## config.mk

```make
export PLATFORM = sky130hd
export DESIGN_NAME = k_queues_shared_store
export DESIGN_NICKNAME = d
export VERILOG_FILES = /design/src/kqss_pkg.sv /design/src/k_queues_shared_store.sv
export SDC_FILE = /design/constraint.sdc
export NUM_CORES = 2
export LEC_CHECK = 0
export BUFFER_PORTS_ARGS = -buffer_cell sky130_fd_sc_hd__buf_2
export CORE_MARGIN = 8
export CORE_UTILIZATION = 56
export CTS_CLUSTER_DIAMETER = 100
export DETAILED_ROUTE_END_ITERATION = 16
export PLACE_DENSITY = 0.79
export SLEW_MARGIN = 30
export SYNTH_ARGS = -nofsm -noshare
export SYNTH_HDL_FRONTEND = slang
export SYNTH_SLANG_ARGS = --single-unit
export TNS_END_PERCENT = 20
```

## constraint.sdc

```tcl
create_clock -name clk -period 4.7 [get_ports clk]
set_input_delay 0.94 -clock clk [delete_from_list [all_inputs] [get_ports clk]]
set_output_delay 0.94 -clock clk [all_outputs]
set_load 0.02 [all_outputs]
```

## src/kqss_pkg.sv

```systemverilog
`default_nettype none

package kqss_pkg;

    localparam logic ACT_ENQ = 1'b0;
    localparam logic ACT_DEQ = 1'b1;

    localparam logic [1:0] STATUS_OK    = 2'd0;
    localparam logic [1:0] STATUS_FULL  = 2'd1;
    localparam logic [1:0] STATUS_EMPTY = 2'd2;

endpackage

`default_nettype wire

```

## src/k_queues_shared_store.sv

```systemverilog
`default_nettype none

// NUM_QUEUES FIFO queues sharing one store of CAPACITY entries. Pulse start
// with action, queue_id and data_in while busy is low; the item transfers at
// that edge. Exactly one result follows: done is high for one cycle with
// data_out and status, and the receiver cannot stall it, so capture it then.
// An enqueue passes through S_ENQ; a dequeue through S_DEQ_Q and, unless the
// queue is empty, S_DEQ_E: the queue table read and then the entry store read
// are registered. A new item may start in the cycle that done is high.
// No clearing pass runs after reset; the block takes items at once.
module k_queues_shared_store #(
    parameter int CAPACITY   = 64,
    parameter int NUM_QUEUES = 4
) (
    input  logic               clk,
    input  logic               rst_n,
    input  logic               start,
    input  logic               action,
    input  logic [1:0]         queue_id,
    input  logic signed [31:0] data_in,
    output logic               busy,
    output logic               done,
    output logic signed [31:0] data_out,
    output logic [1:0]         status
);
    import kqss_pkg::*;

    localparam int AW = $clog2(CAPACITY);
    localparam int LW = $clog2(CAPACITY + 1);
    localparam int QW = (NUM_QUEUES > 1) ? $clog2(NUM_QUEUES) : 1;
    localparam logic [LW-1:0] NIL = LW'(CAPACITY);

    typedef enum logic [3:0] {
        S_IDLE  = 4'b0001,
        S_ENQ   = 4'b0010,
        S_DEQ_Q = 4'b0100,
        S_DEQ_E = 4'b1000
    } state_t;

    state_t state_reg, state_next;
    logic [LW-1:0] free_head_reg, free_head_next;
    logic [LW-1:0] fresh_reg, fresh_next;
    logic [NUM_QUEUES-1:0] qvalid_reg, qvalid_next;
    logic done_reg, done_next;
    logic signed [31:0] dout_reg, dout_next;
    logic [1:0] status_reg, status_next;

    logic [QW-1:0] q_reg;
    logic bad_reg;
    logic signed [31:0] din_reg;

    logic [LW-1:0] link_mem [CAPACITY];
    logic [31:0] data_mem [CAPACITY];
    logic [2*LW-1:0] queue_mem [NUM_QUEUES];
    logic [LW-1:0] link_rd_reg;
    logic [31:0] data_rd_reg;
    logic [2*LW-1:0] queue_rd_reg;

    logic accept;
    logic [QW-1:0] qidx;
    logic e_rd_en;
    logic [AW-1:0] e_rd_addr;
    logic lk_wr_en;
    logic [AW-1:0] lk_wr_addr;
    logic [LW-1:0] lk_wr_data;
    logic dt_wr_en;
    logic q_wr_en;
    logic [2*LW-1:0] q_wr_data;
    logic [LW-1:0] q_head, q_tail;
    logic q_live;
    logic slot_ok;

    assign accept  = start && (state_reg == S_IDLE);
    assign busy    = (state_reg != S_IDLE);
    assign done    = done_reg;
    assign data_out = dout_reg;
    assign status  = status_reg;

    assign qidx    = QW'(queue_id);
    assign q_head  = queue_rd_reg[2*LW-1:LW];
    assign q_tail  = queue_rd_reg[LW-1:0];
    assign q_live  = !bad_reg && qvalid_reg[q_reg];
    assign slot_ok = (free_head_reg < NIL);

    assign e_rd_en   = accept || (state_reg == S_DEQ_Q);
    assign e_rd_addr = (state_reg == S_DEQ_Q) ? q_head[AW-1:0] : free_head_reg[AW-1:0];

    always_comb
    begin
        state_next     = state_reg;
        free_head_next = free_head_reg;
        fresh_next     = fresh_reg;
        qvalid_next    = qvalid_reg;
        done_next      = 1'b0;
        dout_next      = dout_reg;
        status_next    = status_reg;
        lk_wr_en       = 1'b0;
        lk_wr_addr     = q_tail[AW-1:0];
        lk_wr_data     = free_head_reg;
        dt_wr_en       = 1'b0;
        q_wr_en        = 1'b0;
        q_wr_data      = {free_head_reg, free_head_reg};
        case (state_reg)
            S_IDLE:
            begin
                if (accept)
                begin
                    state_next = (action == ACT_DEQ) ? S_DEQ_Q : S_ENQ;
                end
            end
            S_ENQ:
            begin
                state_next = S_IDLE;
                done_next  = 1'b1;
                dout_next  = '0;
                if (bad_reg || !slot_ok)
                begin
                    status_next = STATUS_FULL;
                end
                else
                begin
                    status_next = STATUS_OK;
                    if (free_head_reg == fresh_reg)
                    begin
                        free_head_next = free_head_reg + LW'(1);
                        fresh_next     = fresh_reg + LW'(1);
                    end
                    else
                    begin
                        free_head_next = link_rd_reg;
                    end
                    dt_wr_en           = 1'b1;
                    q_wr_en            = 1'b1;
                    qvalid_next[q_reg] = 1'b1;
                    if (qvalid_reg[q_reg])
                    begin
                        q_wr_data  = {q_head, free_head_reg};
                        lk_wr_en   = 1'b1;
                        lk_wr_addr = q_tail[AW-1:0];
                        lk_wr_data = free_head_reg;
                    end
                end
            end
            S_DEQ_Q:
            begin
                if (!q_live)
                begin
                    state_next  = S_IDLE;
                    done_next   = 1'b1;
                    dout_next   = '0;
                    status_next = STATUS_EMPTY;
                end
                else
                begin
                    state_next = S_DEQ_E;
                end
            end
            S_DEQ_E:
            begin
                state_next     = S_IDLE;
                done_next      = 1'b1;
                dout_next      = data_rd_reg;
                status_next    = STATUS_OK;
                lk_wr_en       = 1'b1;
                lk_wr_addr     = q_head[AW-1:0];
                lk_wr_data     = free_head_reg;
                free_head_next = q_head;
                if (q_head == q_tail)
                begin
                    qvalid_next[q_reg] = 1'b0;
                end
                else
                begin
                    q_wr_en   = 1'b1;
                    q_wr_data = {link_rd_reg, q_tail};
                end
            end
            default:
            begin
                state_next = S_IDLE;
            end
        endcase
    end

    always_ff @(posedge clk or negedge rst_n)
    begin
        if (!rst_n)
        begin
            state_reg     <= S_IDLE;
            free_head_reg <= '0;
            fresh_reg     <= '0;
            qvalid_reg    <= '0;
            done_reg      <= 1'b0;
        end
        else
        begin
            state_reg     <= state_next;
            free_head_reg <= free_head_next;
            fresh_reg     <= fresh_next;
            qvalid_reg    <= qvalid_next;
            done_reg      <= done_next;
        end
    end

    always_ff @(posedge clk)
    begin
        dout_reg   <= dout_next;
        status_reg <= status_next;
        if (accept)
        begin
            q_reg   <= qidx;
            bad_reg <= (32'(queue_id) >= NUM_QUEUES);
            din_reg <= data_in;
        end
    end

    always_ff @(posedge clk)
    begin
        if (e_rd_en)
        begin
            link_rd_reg <= link_mem[e_rd_addr];
            data_rd_reg <= data_mem[e_rd_addr];
        end
        if (lk_wr_en)
        begin
            link_mem[lk_wr_addr] <= lk_wr_data;
        end
        if (dt_wr_en)
        begin
            data_mem[free_head_reg[AW-1:0]] <= din_reg;
        end
    end

    always_ff @(posedge clk)
    begin
        if (accept)
        begin
            queue_rd_reg <= queue_mem[qidx];
        end
        if (q_wr_en)
        begin
            queue_mem[q_reg] <= q_wr_data;
        end
    end

endmodule

`default_nettype wire

```

==> metrics.md <==
| Metric | Value |
|---|---|
| Highest-delay cell along the critical path | or4b_2 |
| M3 GR Usage | 0.08603 |
| Largest register FFs | 2,048 |
| Met2 Track Usage GR | 0.4403 |
| # Max-Cap Violations | 0 |
| Ys async rst share | 0.008531 |
| Count leader, synth | edfxtp_1 |
| PwrDens | 584.1 nW/um2 |
| Overall Power | 68.80 mW |
| CTS Hold Bufs | 0 |
| Num ports | 74 |
| Met1 GRT Util | 0.3891 |
| Normalized max-slew margin | 0.3032 |
| DR DRC count | 0 |
| RSZ-0062 raised after global routing | no |
| CP max FO | 33 |
| CP cell instances | or4b_2 > clkinv_4 > mux2_4 > nand2_4 > buf_12 > buf_4 > a21oi_1 > nor4_1 > nor3_1 > or4_1 |
| Routability cong. | 0.8978 |
| Largest family of logic cells by synthesized area | compound AO/OA/AOI/OAI gates |
| Final TNS setup | 0 ns |
| Top post-synthesis cells by area | edfxtp_1 (77%), mux2i_1 (4.9%), nand2_1 (2.5%) |
| Worst Tran Pin Value | 1.043 ns |
| Crit path launch type | flop |
| CTS tree | done |
| Grt total ovfl | 0 |
| Slowest stage delay, CP | 0.74 ns |
| H-tree depth | 5 |
| Tmin final | 4.504 ns |
| First-pass DRT Iterations | 8 |
| Fill count | 11.81k |
| Top cells by count, synth | edfxtp_1 (2,673), nand2_1 (699), mux2i_1 (511), a21oi_1 (333), o21ai_0 (189) |
| Iter 0 DRT Violations | 11.38k |
| Die area | 199,300 um2 |
| Synth Area in Simple Gates | 0.05041 |
| Dpl hpwl | 172,200 um |
| Crit path DAT | 5.15 ns |
| Total Nets Final | 6,464 |
| Peak VDD IR | 0.0006633 V |
| Largest net degree at the start of global routing | 77 |
| First-pass GRT wire length | 429,900 um |
| WL/cell | 33.23 um |
| Post-synth EDFFs | 2,673 |
| Slew Viols, Final | 0 |
| CTS root buffer | clkbuf_16 |
| GR peak layer | met2 |
| Leak pwr | 38.72 nW |
| Synth Register Bits | 2,696 |
| Area delta synth->final | 13.52% |
| Yosys top cell area share | 0.7736 |
| CTS buffer count | 277 |
| Hold WS | 0.04324 ns |
| Port-buffer cells | 73 |
| Period Utilization, post-route | 0.9584 |
| Yosys top cell by area | edfxtp_1 |
| Die Wd | 446.4 um |
| Final Util | 0.6372 |
| Syn_area_per_cell | 16.89 um2 |
| Clock Latency Late Sink | 0.95 ns |
| Final hold violation count | 0 |
| Maximum clock insertion buffer count | 4 |
| Fmax | 0.2220 GHz |
| Synth Area in Compound Gates | 0.07630 |
| WP data required | 5.34 ns |
| Worst-path clk slew | 0.07 ns |
| Antenna violations before repair | 19 |
| Syn. warnings | 0 |
| Multiplexer area fraction after synthesis | 0.07324 |
| Post-synthesis net count | 6,184 |
| DIE HEIGHT | 446.4 um |
| Layout cells sized above 1 | 0.1512 |
| Starting Density | 0.5613 |
| Worst Skew | 0.09090 ns |
| Routed Antenna Nets | 0 |
| Final setup violation count | 0 |
| HP Class | in2async |
| Status | finished, final reports clean |
| Sequential area share after synthesis | 0.7792 |
| XOR/XNOR Fraction of Synth Area | 0.001942 |
| All-layer global routing usage | 0.2955 |
| Primary FF master, synth | edfxtp_1 |
| Site Rows | 158 |
| Vias in the first global route | 62.75k |
| Routed vias/inst | 6.963 |
| Area share of fa/ha/maj cells after synthesis | 0.0002412 |
| Crit path capture type | flop |
| CTS sink cnt | 2,696 |
| Via count | 63.34k |
| Core Box Area | 184,800 um2 |
| Cells after Synth | 6,144 |
| Critical path class | reg2reg |
| Drt total wl | 302,200 um |
| Synth cell types | 73 |
| Mapped cell area | 103,800 um2 |
==> cells by family after synthesis <==
family,count (synthesis)
AO/OA/AOI/OAI,1175
XOR/XNOR,23
adder cells (fa/ha/maj),2
buffers and inverters,400
flip-flops,2696
multiplexers,638
AND/OR/NAND/NOR,1210
==> critical path, delay by kind of cell (launching register included) <==
kind	cells	cell delay (ns)
AOI/OAI and AO/OA	1	0.07
buffers and inverters	3	0.85
DFF	1	0.43
muxes	1	0.56
and+or+nand+nor	5	2.27
==> power breakdown <==
group          internal, mW  leakage, nW  switching [mW]
registers              27.6         24.4           0.466
clock network          12.1         4.12            8.83
logic                  6.18         10.2            13.6
total                  45.9         38.7            22.9
==> layout make-up <==
type,instances,area [um2],area share
Sequential cell,2696,80850,0.6865
Multi-Input combinational cell,3048,21830,0.1854
Clock buffer,339,7313,0.06209
Timing Repair Buffer,388,3471,0.02947
Tap cell,2480,3103,0.02635
Clock inverter,124,1136,0.009646
Inverter,13,55.05,0.0004674
Antenna cell,8,20.02,0.0001700
==> path summary, 6_finish.rpt <==
| kind | from | end | slack, ns | depth (start not counted) |
|---|---|---|---|---|
| min reg2reg | fresh_reg[6]$_DFFE_PN0P_ | fresh_reg[6]$_DFFE_PN0P_ | 0.49 | 1 |
| max in group asynchronous | rst_n | free_head_reg[5]$_DFFE_PN0P_ | 4.19 | 1 |
| max reg2reg | state_reg[1]$_DFFE_PN0P_ | data_rd_reg[4]$_DFFE_PP_ | 0.20 | 10 |
| max | state_reg[1]$_DFFE_PN0P_ | data_rd_reg[4]$_DFFE_PP_ | 0.20 | 10 |
| min | rst_n | free_head_reg[4]$_DFFE_PN0P_ | 0.04 | 1 |
| min in group clk | data_in[9] | din_reg[9]$_DFFE_PP_ | 0.22 | 1 |
==> layer usage <==
layer	vias up	part of all wire
met3	1229	0.16
met1	31160	0.33
met4	6	0.071
met2	5905	0.44
li1	25040	-
met5	-	0.00043
==> layout by cell type (no fill, tap or decap), drive strengths merged, types with 16 or more instances in the layout <==
master,instances
mux4,93
mux2,33
a21oi,333
clkbuf,339
buf,388
a221oi,117
and2,36
nor2,174
or3,16
o211ai,17
a22oi,40
dfrtp,22
nand2,699
or4,18
nand4,18
o32ai,16
edfxtp,2673
o22ai,121
a221o,40
o21ai,211
nor4,42
nor3,64
bufinv,20
nand3,107
clkinv,94
a32oi,40
mux2i,512
a222oi,35
a31oi,41
o221ai,80
==> metrics by stage <==
stage | std cells | worst slack [ns] | instance area [um2]
3_5_place_dp | 8622 | 0.1824 | 109200
5_1_grt | 9090 | 0.08826 | 117800
3_3_place_gp | 8618 | 0.2228 | 109100
6_report | 9096 | 0.1956 | 117800
2_1_floorplan | 6144 | -0.3644 | 103800
4_1_cts | 9085 | 0.1276 | 117700
==> what timing repair did <==
item                       4_1_cts  5_1_grt
setup endpoints to repair        0        2
hold endpoints to repair         0        0
resized for setup                0        2
setup buffers                    0        0
Note: power is estimated with default switching activity, not from simulation.
